==> config.mk <==
export PLATFORM = sky130hd
export DESIGN_NAME = utf8_code_point_decoder_core
export DESIGN_NICKNAME = d
export VERILOG_FILES = /design/src/hdl/u8cpd_pkg.sv /design/src/hdl/u8cpd_front.sv /design/src/hdl/u8cpd_fifo.sv /design/src/hdl/u8cpd_back.sv /design/src/hdl/utf8_code_point_decoder_core.sv
export SDC_FILE = /design/constraint.sdc
export NUM_CORES = 1
export LEC_CHECK = 0
export BUFFER_PORTS_ARGS = -buffer_cell sky130_fd_sc_hd__buf_2
export CORE_MARGIN = 4
export CORE_UTILIZATION = 40
export DETAILED_ROUTE_END_ITERATION = 12
export SLEW_MARGIN = 20
export SYNTH_ARGS = -nofsm -noshare
export SYNTH_HDL_FRONTEND = slang
export SYNTH_HIERARCHICAL = 1
export SYNTH_SLANG_ARGS = --single-unit
==> constraint.sdc <==
create_clock -name clk_i -period 6.8 [get_ports clk_i]
set_input_delay 1.36 -clock clk_i [delete_from_list [all_inputs] [get_ports clk_i]]
set_output_delay 1.36 -clock clk_i [all_outputs]
set_load 0.05 [all_outputs]
==> src/hdl/u8cpd_pkg.sv <==
// Types and constants shared by the UTF-8 code point decoder modules.
`default_nettype none

package u8cpd_pkg;

  localparam int unsigned CpW     = 21;
  localparam int unsigned ByteW   = 8;
  localparam int unsigned OutDataW = 24;

  // Replacement character emitted for malformed input.
  localparam logic [CpW-1:0] ReplCp = 21'h00FFFD;

  // Continuation bytes still expected by an open sequence.
  localparam logic [1:0] PendNone  = 2'd0;
  localparam logic [1:0] PendOne   = 2'd1;
  localparam logic [1:0] PendTwo   = 2'd2;
  localparam logic [1:0] PendThree = 2'd3;

  // One queue entry: the results caused by one input byte.
  // With two set, a replacement precedes the result held in cp and rep.
  typedef struct packed {
    logic           fin;
    logic           two;
    logic           rep;
    logic [CpW-1:0] cp;
  } u8cpd_entry_t;

  // Queue status seen by the front and back parts.
  typedef struct packed {
    logic full;
    logic empty;
  } u8cpd_qstat_t;

endpackage

`default_nettype wire

==> src/hdl/u8cpd_front.sv <==
// Front part: accepts bytes, tracks the open sequence and forms queue entries.
`default_nettype none

module u8cpd_front
  import u8cpd_pkg::*;
(
  input  wire logic             clk_i,
  input  wire logic             rst_ni,
  input  wire logic [ByteW-1:0] byte_i,
  input  wire logic             fin_i,
  input  wire logic             valid_i,
  output logic                  ready_o,
  input  wire u8cpd_qstat_t     qstat_i,
  output logic                  push_o,
  output u8cpd_entry_t          entry_o
);

  logic [1:0]     pend_q, pend_d;
  logic [CpW-1:0] part_q, part_d;

  logic           idle_has, idle_rep;
  logic [CpW-1:0] idle_cp, idle_part;
  logic [1:0]     idle_pend;
  logic           is_cont;
  logic [CpW-1:0] shifted;

  assign ready_o = !qstat_i.full;
  assign is_cont = (byte_i[7:6] == 2'b10);
  assign shifted = {part_q[CpW-7:0], byte_i[5:0]};

  // Decode of a byte as if no sequence were open.
  always_comb begin
    idle_has  = 1'b1;
    idle_rep  = 1'b1;
    idle_cp   = ReplCp;
    idle_pend = PendNone;
    idle_part = '0;
    if (!byte_i[7]) begin
      idle_rep = 1'b0;
      idle_cp  = {{(CpW-ByteW){1'b0}}, byte_i};
    end else if (byte_i[7:5] == 3'b110) begin
      idle_pend = PendOne;
      idle_part = {{(CpW-5){1'b0}}, byte_i[4:0]};
    end else if (byte_i[7:4] == 4'b1110) begin
      idle_pend = PendTwo;
      idle_part = {{(CpW-4){1'b0}}, byte_i[3:0]};
    end else if (byte_i[7:3] == 5'b11110) begin
      idle_pend = PendThree;
      idle_part = {{(CpW-3){1'b0}}, byte_i[2:0]};
    end
    // A lead byte that is not cut off waits for continuation bytes.
    if (idle_pend != PendNone) begin
      idle_has = fin_i;
    end
  end

  // Next sequence state and the entry for this byte.
  always_comb begin
    pend_d        = pend_q;
    part_d        = part_q;
    push_o        = 1'b0;
    entry_o.fin   = fin_i;
    entry_o.two   = 1'b0;
    entry_o.rep   = 1'b1;
    entry_o.cp    = ReplCp;
    if (pend_q == PendNone) begin
      pend_d      = idle_pend;
      part_d      = idle_part;
      push_o      = idle_has;
      entry_o.rep = idle_rep;
      entry_o.cp  = idle_cp;
    end else if (is_cont) begin
      pend_d = pend_q - 2'd1;
      part_d = shifted;
      if (pend_q == PendOne) begin
        part_d      = '0;
        push_o      = 1'b1;
        entry_o.rep = 1'b0;
        entry_o.cp  = shifted;
      end else begin
        push_o = fin_i;
      end
    end else begin
      // Broken sequence: a replacement, then the byte decoded afresh.
      pend_d = idle_pend;
      part_d = idle_part;
      push_o = 1'b1;
      if (idle_has) begin
        entry_o.two = 1'b1;
        entry_o.rep = idle_rep;
        entry_o.cp  = idle_cp;
      end
    end
    if (fin_i) begin
      pend_d = PendNone;
      part_d = '0;
    end
    push_o = push_o && valid_i && ready_o;
  end

  // Sequence state advances on every accepted beat.
  always_ff @(posedge clk_i or negedge rst_ni) begin
    if (!rst_ni) begin
      pend_q <= PendNone;
      part_q <= '0;
    end else if (valid_i && ready_o) begin
      pend_q <= pend_d;
      part_q <= part_d;
    end
  end

endmodule

`default_nettype wire

==> src/hdl/u8cpd_fifo.sv <==
// Short queue of decoded entries between the front and back parts.
`default_nettype none

module u8cpd_fifo
  import u8cpd_pkg::*;
#(
  parameter int unsigned Depth = 4
) (
  input  wire logic         clk_i,
  input  wire logic         rst_ni,
  input  wire logic         push_i,
  input  wire u8cpd_entry_t entry_i,
  input  wire logic         pop_i,
  output u8cpd_entry_t      head_o,
  output u8cpd_qstat_t      qstat_o
);

  localparam int unsigned PtrW = (Depth > 1) ? $clog2(Depth) : 1;
  localparam int unsigned CntW = $clog2(Depth + 1);
  localparam logic [PtrW-1:0] LastPtr = PtrW'(Depth - 1);
  localparam logic [CntW-1:0] FullCnt = CntW'(Depth);

  u8cpd_entry_t      mem_q [Depth];
  logic [PtrW-1:0]   wr_ptr_q, rd_ptr_q;
  logic [CntW-1:0]   cnt_q;

  assign head_o        = mem_q[rd_ptr_q];
  assign qstat_o.full  = (cnt_q == FullCnt);
  assign qstat_o.empty = (cnt_q == '0);

  // Pointers and fill count.
  always_ff @(posedge clk_i or negedge rst_ni) begin
    if (!rst_ni) begin
      wr_ptr_q <= '0;
      rd_ptr_q <= '0;
      cnt_q    <= '0;
    end else begin
      if (push_i) begin
        wr_ptr_q <= (wr_ptr_q == LastPtr) ? '0 : wr_ptr_q + PtrW'(1);
      end
      if (pop_i) begin
        rd_ptr_q <= (rd_ptr_q == LastPtr) ? '0 : rd_ptr_q + PtrW'(1);
      end
      if (push_i && !pop_i) begin
        cnt_q <= cnt_q + CntW'(1);
      end else if (pop_i && !push_i) begin
        cnt_q <= cnt_q - CntW'(1);
      end
    end
  end

  // Entry storage.
  always_ff @(posedge clk_i) begin
    if (push_i) begin
      mem_q[wr_ptr_q] <= entry_i;
    end
  end

endmodule

`default_nettype wire

==> src/hdl/u8cpd_back.sv <==
// Back part: expands queue entries into result beats through an output register.
`default_nettype none

module u8cpd_back
  import u8cpd_pkg::*;
(
  input  wire logic         clk_i,
  input  wire logic         rst_ni,
  input  wire u8cpd_entry_t head_i,
  input  wire u8cpd_qstat_t qstat_i,
  output logic              pop_o,
  output logic              valid_o,
  input  wire logic         ready_i,
  output logic [CpW-1:0]    cp_o,
  output logic              rep_o,
  output logic              run_end_o,
  output logic              text_end_o
);

  logic valid_q, valid_d;
  logic phase_q, phase_d;
  logic load;
  logic first_half;

  assign valid_o    = valid_q;
  assign load       = !valid_q || ready_i;
  assign first_half = head_i.two && !phase_q;
  assign pop_o      = load && !qstat_i.empty && !first_half;

  // Output register control.
  always_comb begin
    valid_d = valid_q;
    phase_d = phase_q;
    if (load) begin
      valid_d = !qstat_i.empty;
      if (!qstat_i.empty) begin
        phase_d = first_half;
      end
    end
  end

  always_ff @(posedge clk_i or negedge rst_ni) begin
    if (!rst_ni) begin
      valid_q <= 1'b0;
      phase_q <= 1'b0;
    end else begin
      valid_q <= valid_d;
      phase_q <= phase_d;
    end
  end

  // Result payload: the leading replacement of a two-result entry, or its final result.
  always_ff @(posedge clk_i) begin
    if (load && !qstat_i.empty) begin
      if (first_half) begin
        cp_o       <= ReplCp;
        rep_o      <= 1'b1;
        run_end_o  <= 1'b0;
        text_end_o <= 1'b0;
      end else begin
        cp_o       <= head_i.cp;
        rep_o      <= head_i.rep;
        run_end_o  <= 1'b1;
        text_end_o <= head_i.fin;
      end
    end
  end

endmodule

`default_nettype wire

==> src/hdl/utf8_code_point_decoder_core.sv <==
// Top level of the streaming UTF-8 code point decoder.
//
//   Channel   Direction  tdata              tuser                 tlast
//   s_axis    in         data_byte[7:0]     none                  final_byte
//   m_axis    out        code_point[20:0]   replaced, run_end     text_end
//
// One byte is accepted per cycle while the entry queue has room.
// A byte yielding one result gives one beat at m_axis; a broken sequence whose
// byte also yields a result of its own gives two results, as two beats at m_axis.
// An accepted byte's results pass through the entry queue, then the output register.
// Reset clears the sequence state, the queue and the output valid flag.
// Output stalls fill the queue, after which s_axis_tready drops.
`default_nettype none

module utf8_code_point_decoder_core
  import u8cpd_pkg::*;
#(
  parameter int unsigned QueueDepth = 4
) (
  input  wire logic                clk_i,
  input  wire logic                rst_ni,
  input  wire logic                s_axis_tvalid,
  output logic                     s_axis_tready,
  input  wire logic [7:0]          s_axis_tdata,   // [7:0] data_byte
  input  wire logic                s_axis_tlast,   // final_byte
  output logic                     m_axis_tvalid,
  input  wire logic                m_axis_tready,
  output logic [OutDataW-1:0]      m_axis_tdata,   // [20:0] code_point, [23:21] zero
  output logic [1:0]               m_axis_tuser,   // [0] replaced, [1] run_end
  output logic                     m_axis_tlast    // text_end
);

  u8cpd_qstat_t   qstat;
  u8cpd_entry_t   push_entry, head;
  logic           push, pop;
  logic [CpW-1:0] cp;

  u8cpd_front u_front (
    .clk_i   (clk_i),
    .rst_ni  (rst_ni),
    .byte_i  (s_axis_tdata),
    .fin_i   (s_axis_tlast),
    .valid_i (s_axis_tvalid),
    .ready_o (s_axis_tready),
    .qstat_i (qstat),
    .push_o  (push),
    .entry_o (push_entry)
  );

  u8cpd_fifo #(
    .Depth (QueueDepth)
  ) u_fifo (
    .clk_i   (clk_i),
    .rst_ni  (rst_ni),
    .push_i  (push),
    .entry_i (push_entry),
    .pop_i   (pop),
    .head_o  (head),
    .qstat_o (qstat)
  );

  u8cpd_back u_back (
    .clk_i      (clk_i),
    .rst_ni     (rst_ni),
    .head_i     (head),
    .qstat_i    (qstat),
    .pop_o      (pop),
    .valid_o    (m_axis_tvalid),
    .ready_i    (m_axis_tready),
    .cp_o       (cp),
    .rep_o      (m_axis_tuser[0]),
    .run_end_o  (m_axis_tuser[1]),
    .text_end_o (m_axis_tlast)
  );

  assign m_axis_tdata = {{(OutDataW-CpW){1'b0}}, cp};

endmodule

`default_nettype wire

==> results of run 1 <==
==> logic make-up (layout without fill, tap and decap cells) <==
group           Yosys count  count (layout)  synth area share (%)
flops                   146             146                 71.14
mux                      27              27                 9.960
other cells               1               3               0.06271
fa+ha+maj                 9               9                 2.009
buf+inv                  32              90                 3.369
xor+xnor                  3               3                0.4395
compound gates           39              39                 4.080
simple gates             96              96                 8.935
==> cells in the mapped netlist (8+ instances only) <==
master,count
a21o_1,10
buf_2,9
mux4_2,18
o21ai_0,18
and2_1,17
inv_1,12
nand2_1,28
edfxtp_1,120
nand2b_1,21
dfrtp_1,26
ha_1,8
==> state kept, by name, summed over array words and instances, names as in the netlist <==
signal,cells
u_fifo/wr_ptr_q,2
u_back/run_end_o,1
u_back/valid_o,1
u_back/phase_q,1
u_back/cp_o,21
u_back/text_end_o,1
u_front/part_q,15
u_fifo/rd_ptr_q,2
u_fifo/cnt_q,3
u_back/rep_o,1
u_fifo/mem_q,96
u_front/pend_q,2
==> per-layer routing <==
layer  vias up  wire (um)  track usage (%)
met5         -          0                0
met1      1516       4610            16.49
met2        54       5182            21.42
met3        11        381            4.216
met4         0        133            5.685
li1       1411          -                -
==> worst register-to-register path: stages (launching register included) <==
cell	delay, ns
dfrtp_1	0.40
nor3b_1	0.17
nand2b_1	0.49
a221oi_1	0.78
ha_1	0.30
inv_1	0.06
fa_1	0.38
xor2_1	0.15
nor2_1	0.12
xor2_1	0.17
==> final timing paths <==
kind,to,slack [ns]
setup / recovery,u_fifo/cnt_q[2],3.34
hold / removal,u_front/part_q[14],0.47
setup reg to reg,u_fifo/cnt_q[2],3.69
hold reg to reg,u_front/part_q[14],0.47
max in group asynchronous,u_front/part_q[7],5.45
min in group asynchronous,u_front/pend_q[0],0.95
==> power breakdown <==
part	switching [W]	internal, W
Sequential	0.0000592	0.00123
Combinational	0.000643	0.000330
Clock	0.000320	0.000538
==> cell type report <==
type | count | share of cell area (%)
Tap cell | 184 | 3.356
Sequential cell | 146 | 62.01
Timing Repair Buffer | 45 | 3.538
Clock buffer | 26 | 7.277
Multi-Input combinational cell | 177 | 22.32
Clock inverter | 6 | 0.7842
Inverter | 13 | 0.7113
==> per-stage QoR <==
stage / area, sq um / power, W
finish: 6860 / 0.003124
global route: 6860 / 0.003296
CTS: 6860 / 0.003180
detailed placement: 6307 / 0.002317
global placement: 6307 / 0.002287
floorplan: 5987 / 0.002108
==> results.toml, run 1 <==
[place]
dp_cells = 565
hpwlAfterDp_um = 6413
dp_slack_ns = 2.845
gp_congestion = 0.9046
io_buffers = 38

[drt]
drtIter0Drc = 175
dr.pass1.iters = 4
vias_per_cell = 5.012
ant_nets = 0
wirelength_um = 10310
via_count = 2992
routedWlPerCell_um = 17.27
drc_errors = 0

[worst_setup_path]
cp-start-kind = "primary input"
crit_type = "primary input to flop"
cp.depth = 9
arrival_ns = 3.79
cp_max_fo = 20
critPathLaunch = "s_axis_tvalid"
worstPathRequired_ns = 7.13
r2r_cells = 9
reg2reg_from = "u_fifo/cnt_q[2]"
cp-end-kind = "flop"
crit_chain = "buf_2, nand2b_1, a221oi_1, ha_1, inv_1, fa_1, xor2_1, nor2_1, xor2_1"
cpLargestDelayFamily = "compound AO/OA/AOI/OAI gates"
worst-path-buf-inv = 2
crit_top_cell = "xor2_1"
critPathMaxStageDelay_ns = 0.78
cp_slowest_cell = "a221oi_1"

[grt]
antenna_found_initial = 0
grt_overflow = 0
grt_max_degree = 27
grt_util_all_layers_pct = 13.25
grt_pass1_wl_um = 16430
grt_pass1_vias = 3132

[final_layout]
fin_util_pct = 47.02
finalNonFillerCells = 597
fillers = 1247
layout_commonest_cell = "edfxtp_1"
regArea_sq_um = 4254
diodes = 0
nets = 422
most-common-layout-cells = "edfxtp_1, buf_2, nand2_1"
syn_to_final_growth_pct = 14.73
multi_input_area_sq_um = 1531
drive_above_1_share_pct = 24.46

[timing]
clock_skew_ns = 0.005958
setup_slack_ns = 3.339
tightestPinTransition_ns = 0.7677
slew_viol_final = 0
setup_violations = 0
timing.final.crit_share_pct = 50.89
fin_hold_ws_ns = 0.4662
relSlewSlack_pct = 48.82
rsz0062_at_grt = "false"
hold_viol_final = 0
max_freq_mhz = 289.0
finalSetupTns_ns = 0
period_needed_ns = 3.461

[synthesis]
synthCells = 353
ys_seq_area_share_pct = 71.14
yosysTopAreaCellShare_pct = 60.26
synth.area.top_cells = "edfxtp_1, dfrtp_1, mux4_2, mux4_1, nand2b_1"
netlist_area_sq_um = 5979
synth_cell_type_count = 44
ys_warn_count = 6
synth_edf_count = 120
ys.flop_type = "edfxtp_1"
ys_async_sr_fraction_pct = 17.81
synth_top_cell_by_area = "edfxtp_1"
syn_avg_cell_area_sq_um = 16.94
ys_ff_latch = 146

[min_path]
holdPathStages = 2
hp-start = "u_front/part_q[14]"
min_path_type = "flop to flop"

[clocking]
cts-resized-gates = 0
cts_sinks = 146
cts_buffer_depth = 2
clockRootBuffer = "clkbuf_16"
clk_pin_slew_ns = 0.05
numCtsBuffers = 17
holdBufCountCts = 0
insertion_delay_ns = 0.41
cts_tree = "built"
htree_levels = 4
post_cts_buffers = 0

[die]
core.rowCount = 44
die_h_um = 130.3
coreArea_sq_um = 14590
initial_core_util_pct = 40.99
io_pins = 42
die_w_um = 130.3
die_area_sq_um = 16970

[power]
p_leak_nw = 2.510
pwr_density_cell_nw_per_um2 = 455.4
ir_drop_uv = 238.5

[run]
maxCapViolations = 0

[run_status]
status = "complete, no violations"
Note: power is estimated with default switching activity, not from simulation.
==> run 2, diff against run 1 <==
==> constraint.sdc (replaced) <==
create_clock -name clk_i -period 3.05 [get_ports clk_i]
set_input_delay 0.61 -clock clk_i [delete_from_list [all_inputs] [get_ports clk_i]]
set_output_delay 0.61 -clock clk_i [all_outputs]
set_load 0.05 [all_outputs]
==> run 2 against run 1 <==
Compared with the run above:
- register-to-register slack got worse by 3.1 ns
- clock skew increased by 0.0036 ns
- worst setup slack got worse by 2.8 ns
- highest routed layer unchanged
- sequential power increased by 120%
- hold slack got worse by 0.25 ns
- critical path depth increased by 1
- sequential share of layout area increased by 0.20 points
- clock power increased by 110%
==> results.toml, run 2 (synthesis results as in run 1) <==
[run_status]
status = "complete, no violations"

[min_path]
min_path_type = "primary input to asynchronous set/reset pin"

[final_layout]
top_register = "u_fifo/mem_q"
diodes = 0
nets = 425
drive_above_1_share_pct = 24.64
largest_reg_flops = 96
most-common-layout-cells = "edfxtp_1, buf_2, nand2_1"
largest_registers = "u_fifo/mem_q: 96 flops, u_back/cp_o: 21 flops, u_front/part_q: 15 flops"
layout_commonest_cell = "edfxtp_1"
syn_to_final_growth_pct = 14.35

[worst_setup_path]
arrival_ns = 2.85
worstPathRequired_ns = 3.39
cp-start-kind = "flop"
cp_slowest_cell = "dfrtp_1"
cp-end-kind = "flop"
cpLargestDelayFamily = "adder cells"
crit_type = "flop to flop"
worst-path-buf-inv = 2
cp_max_fo = 8
critPathMaxStageDelay_ns = 0.42
critPathLaunch = "u_front/pend_q[0]"
reg2reg_from = "u_front/pend_q[0]"
crit_chain = "inv_1, ha_1, nor3_1, a221oi_1, ha_1, inv_1, fa_1, xor2_1, nor2_1, xor2_1"

[die]
initial_core_util_pct = 40.99
io_pins = 42
die_h_um = 130.3
die_w_um = 130.3
die_area_sq_um = 16970
core.rowCount = 44
coreArea_sq_um = 14590

[timing]
period_needed_ns = 2.510
tightestPinTransition_ns = 0.6312
timing.final.crit_share_pct = 82.28
setup_violations = 0
clock_skew_ns = 0.009576
relSlewSlack_pct = 57.92
max_freq_mhz = 398.5
hold_viol_final = 0
finalSetupTns_ns = 0
slew_viol_final = 0
rsz0062_at_grt = "false"
setup_slack_ns = 0.5404

[power]
p_leak_nw = 2.504
switching_share_pct = 33.16
seq_power_share_pct = 41.9
ir_drop_uv = 645.2
clock_power_share_pct = 26.3
comb_power_share_pct = 31.8
pwr_density_cell_nw_per_um2 = 1007
p_sw_w = 0.002282
p_int_w = 0.004600

[drt]
via_count = 3043
wirelength_um = 10260
vias_per_cell = 5.089
routedWlPerCell_um = 17.15
dr.pass1.iters = 4
drc_errors = 0
drtIter0Drc = 171
ant_nets = 0

[clocking]
cts_tree = "built"
holdBufCountCts = 0
clk_pin_slew_ns = 0.05
cts_sinks = 146
numCtsBuffers = 17
insertion_delay_ns = 0.41
cts-resized-gates = 0
htree_levels = 4
cts_buffer_depth = 2
clockRootBuffer = "clkbuf_16"
post_cts_buffers = 0

[run]
maxCapViolations = 0

[place]
dp_slack_ns = 0.4158
gp_congestion = 0.8145
io_buffers = 38
hpwlAfterDp_um = 6456

[grt]
grt_util_all_layers_pct = 13.23
grt_pass1_vias = 3102
grt_pass1_wl_um = 16350
grt_overflow = 0
grt_max_degree = 27
antenna_found_initial = 0
[run 2: cell count changes in the layout (fill, tap and decap cells not counted)]
cell,previous run,this run
clkinv_2,4,6
clkinv_1,1,2
clkbuf_8,4,0
clkbuf_1,5,4
buf_4,7,10
[run 2: power by group through the flow]
| stage | sequential, W | clock, W | combinational (W) |
|---|---|---|---|
| 4_1_cts | 0.00289 | 0.00186 | 0.00225 |
| 3_3_place_gp | 0.00291 | 0 | 0.00222 |
| 2_1_floorplan | 0.00350 | 0 | 0.00120 |
| 6_report | 0.00288 | 0.00181 | 0.00219 |
| 5_1_grt | 0.00293 | 0.00195 | 0.00237 |
| 3_5_place_dp | 0.00293 | 0 | 0.00225 |
[run 2: routing by layer]
layer / track usage (%) / vias up / wire (um) / part of all wire, %
met5: 0 / - / 0 / 0
met4: 5.134 / 0 / 148 / 1.4
met3: 4.625 / 9 / 466 / 4.5
met2: 21.15 / 71 / 5172 / 50
met1: 16.64 / 1545 / 4469 / 44
li1: - / 1418 / - / -
[run 2: per-stage QoR]
stage          hold WS [ns]  std cells  instance area (sq um)  total power, W  util [%]
6_report             0.2125        598                   6838        0.006882     46.87
5_1_grt              0.2377        598                   6838        0.007255     46.87
4_1_cts              0.2129        598                   6838        0.007000     46.87
3_5_place_dp         0.4680        568                   6330        0.005177     43.39
3_3_place_gp         0.4625        568                   6330        0.005131     43.39
2_1_floorplan        0.3144        355                   5987        0.004701         -
[run 2: worst paths after layout]
kind	to	slack, ns	depth (start not counted)
min in group clk_i	u_back/valid_o	0.40	2
worst min register to register	u_front/part_q[11]	0.48	2
worst min-delay path	u_front/pend_q[0]	0.21	1
worst max-delay path	u_fifo/cnt_q[2]	0.54	10
max in group asynchronous	u_front/part_q[1]	2.42	1
worst max register to register	u_fifo/cnt_q[2]	0.54	10
[run 2: final cells by class]
type,count,area (sq um)
fillers,1245,7751
flip-flops and latches,146,4254
multi-input cells,177,1531
clock buffers,21,440.4
repair buffers,48,265.3
well taps,184,230.2
clock inverters,9,67.56
inverters,13,48.80
